`src/hdl/ipsm_pkg.sv`:
```
`timescale 1ns / 1ps
// Shared types and constants for the IP prefix set match block.
// No dependencies; used by ipsm_cell and ip_prefix_set_match_top.
package ipsm_pkg;

    localparam int unsigned TableSlotsDflt = 64;
    localparam int unsigned AddrW          = 128;
    localparam int unsigned LenW           = 8;
    localparam logic [LenW-1:0] V4MaxLen   = 8'd32;
    localparam logic [LenW-1:0] V6MaxLen   = 8'd128;

    typedef enum logic [1:0] {
        ST_OK       = 2'd0,
        ST_COVERED  = 2'd1,
        ST_TOO_LONG = 2'd2,
        ST_FULL     = 2'd3
    } t_status;

    typedef enum logic {
        OP_ADD   = 1'b0,
        OP_CHECK = 1'b1
    } t_op;

    typedef enum logic [2:0] {
        S_IDLE = 3'b001,
        S_CMP  = 3'b010,
        S_ACT  = 3'b100
    } t_state;

    // query broadcast along the row of cells; addr already masked to len
    typedef struct packed {
        logic             fam;
        logic [AddrW-1:0] addr;
        logic [LenW-1:0]  len;
    } t_query;

    typedef struct packed {
        logic wr;
        logic clr;
    } t_cell_ctl;

    // leading-ones mask of len bits over a 128-bit address (len 0..128)
    function automatic logic [AddrW-1:0] lead_mask(input logic [LenW-1:0] len);
        logic [AddrW-1:0] ones;
        ones = '1;
        lead_mask = ~(ones >> len);
    endfunction

endpackage

```
`src/hdl/ipsm_cell.sv`:
```
`timescale 1ns / 1ps
// One table slot: stored prefix plus registered compare against the query.
// Depends on ipsm_pkg.
module ipsm_cell (
    input  logic               i_clk,
    input  logic               i_rst_n,
    input  ipsm_pkg::t_query   i_query,
    input  ipsm_pkg::t_cell_ctl i_ctl,
    output logic               o_valid,
    output logic               o_match,
    output logic               o_cov
);

    logic                        r_valid;
    logic                        r_fam;
    logic [ipsm_pkg::AddrW-1:0]  r_prefix;
    logic [ipsm_pkg::LenW-1:0]   r_len;
    logic                        r_match;
    logic                        r_cov;
    logic                        n_match;
    logic                        n_le;
    logic [ipsm_pkg::LenW-1:0]   w_min;

    always_comb begin
        n_le    = (r_len <= i_query.len);
        w_min   = n_le ? r_len : i_query.len;
        n_match = r_valid && (r_fam == i_query.fam) &&
                  (((r_prefix ^ i_query.addr) & ipsm_pkg::lead_mask(w_min)) == '0);
    end

    always_ff @(posedge i_clk) begin
        if (!i_rst_n) begin
            r_valid <= 1'b0;
        end else if (i_ctl.wr) begin
            r_valid <= 1'b1;
        end else if (i_ctl.clr) begin
            r_valid <= 1'b0;
        end
    end

    always_ff @(posedge i_clk) begin
        if (i_ctl.wr) begin
            r_fam    <= i_query.fam;
            r_prefix <= i_query.addr;
            r_len    <= i_query.len;
        end
        r_match <= n_match;
        r_cov   <= n_match && n_le;
    end

    assign o_valid = r_valid;
    assign o_match = r_match;
    assign o_cov   = r_cov;

endmodule

```
`config.mk`:
```
export PLATFORM = sky130hd
export DESIGN_NAME = ipsm_cell
export DESIGN_NICKNAME = d
export VERILOG_FILES = /design/src/hdl/ipsm_pkg.sv /design/src/hdl/ipsm_cell.sv
export SDC_FILE = /design/constraint.sdc
export NUM_CORES = 1
export LEC_CHECK = 0
export BUFFER_PORTS_ARGS = -buffer_cell sky130_fd_sc_hd__buf_2
export CORE_MARGIN = 1
export CORE_UTILIZATION = 35
export DETAILED_ROUTE_END_ITERATION = 12
export PLACE_DENSITY_LB_ADDON = 0.12
export SYNTH_ARGS = -nofsm -noshare
export SYNTH_HDL_FRONTEND = slang
export SYNTH_SLANG_ARGS = --single-unit
```
`constraint.sdc`:
```
create_clock -name i_clk -period 3.82 [get_ports i_clk]
set_input_delay 0.764 -clock i_clk [delete_from_list [all_inputs] [get_ports i_clk]]
set_output_delay 0.764 -clock i_clk [all_outputs]
set_load 0.01 [all_outputs]
```
# Word-level counts from Yosys, hierarchy flattened
# Cells that the tools add are included.
classes:
  magnitude_cmp: 1
  n_shift: 1
  bitwise_logic: 3
  muxes: 3
  n_eq_ne: 1
  n_reduce_logical: 5
ops:
  columns: ["op", "count"]
  rows:
  - ["$and A128 B128 Y128", 1]
  - ["$logic_not A128 Y1", 1]
  - ["$not A128 Y128", 1]
  - ["$shr A128 B8 Y128 const A", 1]
  - ["$xor A128 B128 Y128", 1]
  - ["$le A8 B8 Y1", 1]
  - ["$mux W8", 1]
  - ["$logic_and A1 B1 Y1", 3]
  - ["$mux W1", 2]
  - ["$reduce_bool A2 Y1", 1]
  - ["$eq A1 B1 Y1", 1]
word_totals:
  output_inout_bits: 3
  in_bits: 141
  reg_bits: 140

# Logic depth before layout (Yosys ltp)
# Gate-level depths: netlist of run 1.
logic_depth:
  word_depth: 8
  ltp_mapped: 15
  depth_no_buf: 11

# Worst setup path after synthesis of run 1
# No wires, ideal clock.
synth_path:
  path_type: "in2reg"
  startpoint: "input i_query[5] (netlist name)"
  endpoint: "register r_cov, in the netlist o_cov"
  path_buffers: 2
  setup_ns: 0.103
  arrival_time_ns: 3.708
  path_slack_ns: 0.009
  t_required_ns: 3.717
  cell_stages: 13
  cell_sequence: "buf_2 > inv_1 > clkbuf_1 > ha_1 > nand4_2 > nor2_2 > a211oi_4 > nor2_4 > mux2_1 > or4_1 > a32oi_1 > nand3_1 > a2111oi_2"
synth_between:
  elab_chain_len: 8
synth_rtl:
  columns: ["item", "line", "rtl"]
  rows:
  - ["from (decl)", "ipsm_cell.sv:7", "input ipsm_pkg::t_query i_query,"]
  - ["$le A8 B8 Y1", "ipsm_cell.sv:25", "n_le = (r_len <= i_query.len);"]
  - ["$mux W8", "ipsm_cell.sv:26", "w_min = n_le ? r_len : i_query.len;"]
  - ["$shr A128 B8 Y128", "ipsm_pkg.sv:46", "lead_mask = ~(ones >> len);"]
  - ["$not A128 Y128", "ipsm_pkg.sv:46", null]
  - ["$and A128 B128 Y128", "ipsm_cell.sv:28", "(((r_prefix ^ i_query.addr) & ipsm_pkg::lead_mask(w_min)) == '0);"]
  - ["$logic_not A128 Y1", "ipsm_cell.sv:28", null]
  - ["$logic_and A1 B1 Y1", "ipsm_cell.sv:27", "n_match = r_valid && (r_fam == i_query.fam) &&"]
  - ["$logic_and A1 B1 Y1 *", "ipsm_cell.sv:48", "r_cov <= n_match && n_le;"]
  - ["to (signal assigned)", "ipsm_cell.sv:48", null]
  - ["to (decl)", "ipsm_cell.sv:19", "logic r_cov;"]
# Every way passes the cells marked *; elsewhere a longest branch is shown, timed or not.
# A chain may end at the register's enable or synchronous reset.

# Worst setup path after layout of run 1
layout_path:
  startpoint: "register r_len[7] (netlist name)"
  endpoint: "register r_match, in the netlist o_match"
layout_between:
  elab_chain_len: 7
layout_rtl:
  columns: ["item", "line", "rtl"]
  rows:
  - ["from (decl)", "ipsm_cell.sv:17", "logic [ipsm_pkg::LenW-1:0] r_len;"]
  - ["from (signal assigned)", "ipsm_cell.sv:45", "r_len <= i_query.len;"]
  - ["$le A8 B8 Y1", "ipsm_cell.sv:25", null]
  - ["$mux W8 *", "ipsm_cell.sv:26", null]
  - ["$shr A128 B8 Y128 *", "ipsm_pkg.sv:46", null]
  - ["$not A128 Y128 *", "ipsm_pkg.sv:46", null]
  - ["$and A128 B128 Y128 *", "ipsm_cell.sv:28", null]
  - ["$logic_not A128 Y1 *", "ipsm_cell.sv:28", null]
  - ["$logic_and A1 B1 Y1 *", "ipsm_cell.sv:27", null]
  - ["via n_match", "ipsm_cell.sv:20", "logic n_match;"]
  - ["to (signal assigned)", "ipsm_cell.sv:47", "r_match <= n_match;"]
  - ["to (decl)", "ipsm_cell.sv:18", "logic r_match;"]
# The timed path passes the listed nets; every way through them passes the cells marked *.

==> results.cfg, run 1 <==
[synthesis]
yosysUniqueCellTypes = 78
top_ff_cell_synth = edfxtp_1
synth-edff-count = 137
synth_sequential_area_ratio = 0.461
synth.cell_area_mm2 = 0.00906
synthesis.yosys.warnings = 0
yosys_register_bits = 140
synth.net_count = 1045
count_of_mapped_cells_out_of_synthesis = 896
synth.avg_cell_area_um2 = 10.1
async_flop_share = 0

[setup_path]
worst_setup_path_start_kind = register
crit_fanout = 20
cp_slowest_cell = or4_4
critical_path.max_stage_delay_ps = 650
launch_instance_of_the_worst_register_to_register_path = r_len[7]
timing.critical_path.required_ps = 4140
timing.critical_path.max_delay_family = compound AO/OA/AOI/OAI gates
critical_path.cell_chain = buf_4 -> or4_4 -> a2111oi_0 -> nand4_1 -> o41a_1 -> a311o_1 -> nor4_2 -> buf_4 -> nand4_1 -> a2111oi_2
reg2reg_to = o_match
worstRegToRegCells = 10
crit_type = reg -> reg
timing.critical_path.buf_inv = 2
ff2ff_setup_slack_ps = 60
crit_arrival_ps = 4070
critical_path.endpoint_type = register

[layout]
post-route-cell-area_mm2 = 0.0116
area_growth_syn_to_layout_pct = 27.5
most_frequent_standard_cell_in_the_layout_excluding_fill_and_tap_cells = buf_2
finish.net_count = 1286
most_frequent_cells_in_the_layout = buf_2, edfxtp_1, buf_4, xnor2_1, nand2_1
diodes = 0
share_of_post_route_cells_with_drive_strength_above_1 = 0.291
fin_cells = 1480

[detailed_routing]
detailedRoute.firstPassIterationCount = 6
detail_route.wl_per_cell_um = 26.4
drc_errors = 0
dr_wl_met2_um = 16700
drt.antenna.violating_nets = 0
met3WireLength_um = 3400
drt_iter0_drcs = 1026
top_layer_reached_by_signal_wires = met5
met1_length_um = 17300
vias_per_cell = 5.98
routed-via-count = 8847
postRouteWirelength_um = 39000

[timing]
report.final.hold_viol_count = 0
rsz0062_at_grt = yes
layout_setup_ws_ps = 62.6
fin_skew_ps = 6.75
slew_headroom = 0.286
setup_viol = 0
fin_crit_sh = 0.984
fmaxAchievable_mhz = 266
tightestPinTransition_ps = 1060
final_max_slew_viol_count = 0
post-route-min-period_ps = 3760

[die]
die-area_mm2 = 0.0265
floorplan.die.height_um = 163
design.portCount = 144
design.core.area_mm2 = 0.0253
chipWidth_um = 163
floorplan.rows = 58
start_util = 0.359

[clock_tree]
cts.root.buffer_cell = clkbuf_16
worstSkewPairLatency_ps = 440
clock_path_buffers = 2
htree_levels = 4
clock_sinks = 140
path_clk_slew_ps = 70
cts_made_buffers = 17
tritoncts = yes
post_cts_setup_buffers = 0

[global_route]
wire_length_of_the_first_global_routing_pass_um = 57100
antenna_violations_before_repair = 1
grt_pass1_vias = 8572
grt_usage = 0.300
globalRoute.totalOverflow = 0
grt_start_max_net_pins = 71

[power_and_ir_drop]
power_density_mw_per_mm2 = 420
worst_ir_drop_vdd_uv = 217
power_leakage_nw = 4.34

[placement]
final_replace_weighted_congestion = 0.983
post_dp_cell_area_mm2 = 0.0110
post-dp-hpwl_um = 29600
port_buffers = 143
post-place-cells = 1448
placement.setup.worst_slack_ps = -339

[hold_path]
min_path_cells = 2
min_delay_worst_endpoint = o_valid
hold_class = in -> reg
hold_path.startpoint = i_rst_n

[run_status]
run_status = completed

[run]
maxCapViolCount = 0
[synthesized netlist by cell type (all sizes together), types with 26 or more instances]
cell    number  area, um2
a21oi       54        270
a31oi       26        163
clkbuf      33        124
edfxtp     137       4110
nand2       66        250
nand4       26        169
nor2        56        225
nor3        33        175
o21ai       51        255
xnor2       81        709
xor2        49        429
[repair_timing]
| action | in CTS | in global routing |
|---|---|---|
| endpoints found under the setup margin | 0 | 2 |
| hold endpoints to repair | 0 | 0 |
| resized for setup | 0 | 6 |
| hold buffers | 0 | 0 |
[layout make-up]
type	count	area, um2
fill	2460	13700
multi-input combinational	685	4590
sequential	140	4170
timing repair buffer	278	1790
clock buffer	19	433
tap	330	413
clock inverter	13	106
inverter	15	56.3
[registers in the layout (all words and copies together) (netlist names)]
register,cells
r_prefix,128
r_len,8
o_cov,1
o_match,1
o_valid,1
r_fam,1
[how the worst max path moves through the flow]
| stage | from | endpoint | slack (ps) | cells after the start |
|---|---|---|---|---|
| after floorplan | i_query[5] | o_cov | 9 | 13 |
| after global placement | i_query[1] | o_cov | -350 | 16 |
| after detailed placement | i_query[3] | o_cov | -340 | 16 |
| after CTS | i_query[1] | o_match | 120 | 12 |
| after global routing | i_query[3] | o_match | -80 | 15 |
| final | r_len[7] | o_match | 60 | 10 |
[cell families (layout without fill, tap and decap cells)]
kind of cell             after synthesis  after routing  synth area share
adder cells (fa/ha/maj)                8              8            0.0110
AND/OR/NAND/NOR                      269            269             0.151
flip-flops                           140            140             0.461
buffers and inverters                 71            325            0.0348
AO/OA/AOI/OAI                        261            261             0.198
multiplexers                          17             17            0.0196
XOR/XNOR                             130            130             0.126
[layer usage]
layer,track usage,vias to the layer above
met1,0.423,4220
met4,0.123,2
met2,0.444,552
li1,-,3946
met5,0,-
met3,0.0611,127
[worst register-to-register path: stages (launching register included)]
cell and delay (ps):
edfxtp_1 430, buf_4 260, or4_4 650, a2111oi_0 580, nand4_1 170, o41a_1 140
a311o_1 330, nor4_2 300, buf_4 170, nand4_1 170, a2111oi_2 440
[metrics by stage]
step           utilization  hold slack (ps)  power [W]  setup TNS (ps)
6_report             0.458              516    0.00485               0
5_1_grt              0.458              516    0.00502           -77.6
4_1_cts              0.457              509    0.00483               0
3_5_place_dp         0.436              590    0.00324            -593
3_3_place_gp         0.436              579    0.00325            -680
2_1_floorplan            -              626    0.00258               0
[power by group]
part           switching, W  total, W  internal (W)
clock network      0.000747   0.00159      0.000845
registers         0.0000510   0.00187       0.00182
logic              0.000846   0.00139      0.000542
Power figures use the tool's default switching activity.
==> run 2: changes to the inputs <==
--- a/config.mk
+++ b/config.mk
@@ -6,10 +6,12 @@
 export NUM_CORES = 1
 export LEC_CHECK = 0
 export BUFFER_PORTS_ARGS = -buffer_cell sky130_fd_sc_hd__buf_2
+export CORE_ASPECT_RATIO = 0.5
 export CORE_MARGIN = 1
 export CORE_UTILIZATION = 35
 export DETAILED_ROUTE_END_ITERATION = 12
 export PLACE_DENSITY_LB_ADDON = 0.12
+export RECOVER_POWER = 25
 export SYNTH_ARGS = -nofsm -noshare
 export SYNTH_HDL_FRONTEND = slang
 export SYNTH_SLANG_ARGS = --single-unit
==> results.cfg, run 2 (synthesis results as in run 1) <==
[global_route]
antenna_violations_before_repair = 2
grt_start_max_net_pins = 62
m2_gr_usage = 0.434
wire_length_of_the_first_global_routing_pass_um = 60600
grt.met1_usage = 0.490
globalRouteMet3Util = 0.106
grt_usage = 0.324
grt_pass1_vias = 8646
globalRoute.totalOverflow = 0
grt_most_used_layer = met1

[clock_tree]
cts-hold-fix-buffers = 0
clock_path_buffers = 2
path_clk_slew_ps = 60
cts.root.buffer_cell = clkbuf_16
htree_levels = 4
tritoncts = yes
worstSkewPairLatency_ps = 440
clock_sinks = 140
cts_made_buffers = 17

[hold_path]
hold_class = in -> reg

[setup_path]
timing.critical_path.required_ps = 4150
critical_path.endpoint_type = register
crit_fanout = 15
crit_type = in -> reg
crit_arrival_ps = 4130
worst_setup_path_start_kind = input pin

[detailed_routing]
drt.antenna.violating_nets = 0
vias_per_cell = 6.04
routed-via-count = 9089
detailedRoute.firstPassIterationCount = 5
postRouteWirelength_um = 42400
drc_errors = 0
drt_iter0_drcs = 1113
detail_route.wl_per_cell_um = 28.2

[die]
die-area_mm2 = 0.0266
design.core.area_mm2 = 0.0253
start_util = 0.358
floorplan.die.height_um = 116
chipWidth_um = 230
floorplan.rows = 41
design.portCount = 144

[timing]
setup_viol = 0
final_max_slew_viol_count = 0
fin_skew_ps = 8.64
tightestPinTransition_ps = 872
post-route-min-period_ps = 3800
fmaxAchievable_mhz = 263
fin_crit_sh = 0.996
report.final.hold_viol_count = 0
slew_headroom = 0.413

[layout]
share_of_post_route_cells_with_drive_strength_above_1 = 0.239
top_register = r_prefix
area_growth_syn_to_layout_pct = 29.4
largest_reg_flops = 128
fin_cells = 1505
top_regs = r_prefix: 128 flops, r_len: 8 flops
diodes = 0
finish.net_count = 1297
most_frequent_standard_cell_in_the_layout_excluding_fill_and_tap_cells = buf_4
most_frequent_cells_in_the_layout = buf_4, edfxtp_1, xnor2_1, buf_2, clkbuf_1

[power_and_ir_drop]
worst_ir_drop_vdd_uv = 308
power_density_mw_per_mm2 = 442
power_leakage_nw = 4.29
fin_total_pwr_w = 0.00518

[placement]
post-dp-hpwl_um = 33400
final_replace_weighted_congestion = 1.04
port_buffers = 143
post-place-cells = 1473

[run_status]
run_status = completed

[run]
maxCapViolCount = 0
-- run 2: changes by cell type in the layout (fill, tap and decap cells not counted), sizes merged --
| cell | previous run | this run |
|---|---|---|
| clkbuf | 19 | 88 |
| clkinvlp | 5 | 0 |
| buf | 278 | 221 |
| inv | 21 | 16 |
| bufinv | 0 | 5 |
| clkinv | 2 | 6 |
-- run 2: path summary, 6_finish.rpt --
| kind | slack [ps] | from | depth (start not counted) | endpoint |
|---|---|---|---|---|
| max | 20 | i_query[1] | 13 | o_match |
| min | 520 | i_query[90] | 1 | r_prefix[82] |
| max reg2reg | 170 | r_len[7] | 12 | o_match |
| min reg2reg | 610 | o_valid | 2 | o_valid |
-- run 2: power breakdown --
| group | total, W | switching (W) | internal (W) | leakage, nW |
|---|---|---|---|---|
| clock | 0.00186 | 0.000673 | 0.00118 | 0.319 |
| sequential | 0.00187 | 0.0000513 | 0.00182 | 1.37 |
| combinational | 0.00145 | 0.000903 | 0.000546 | 2.61 |
-- run 2: routing by layer --
metal	up-vias	routed length (um)
met5	-	13
met1	4504	20500
met4	2	626
met3	55	5010
li1	3973	-
met2	555	16300
-- run 2: cell type report --
cell class | instances | area [um2]
clock inverter | 12 | 211
inverter | 15 | 56.3
timing repair buffer | 289 | 1820
sequential | 140 | 4170
fill | 2457 | 13600
clock buffer | 20 | 447
multi-input combinational | 685 | 4590
tap | 344 | 430
-- run 2: repair_timing --
action | 4_1_cts | 5_1_grt
gates resized for setup | 0 | 4
setup endpoints to repair | 0 | 2
buffers inserted | 0 | 0
-- run 2: metrics by stage --
stage	hold WS [ps]	TNS, ps	utilization	setup slack (ps)	cell area (um2)
after floorplan	626	0	-	8.59	9060
after global placement	575	-492	0.440	-271	11100
after detailed placement	609	-435	0.440	-258	11100
after CTS	496	0	0.466	183	11800
after global routing	496	-0.0706	0.464	-0.0706	11700
final	518	0	0.464	15.5	11700
-- run 2: critical path, cell delays in order --
cell and delay (ps):
buf_2 100, buf_4 190, and2_1 250, o21ai_0 550, buf_4 240, o32ai_1 70
a2111o_1 450, nor4_1 350, buf_4 170, o22ai_1 130, nor4_1 260, nand4_1 210
a2111oi_2 380
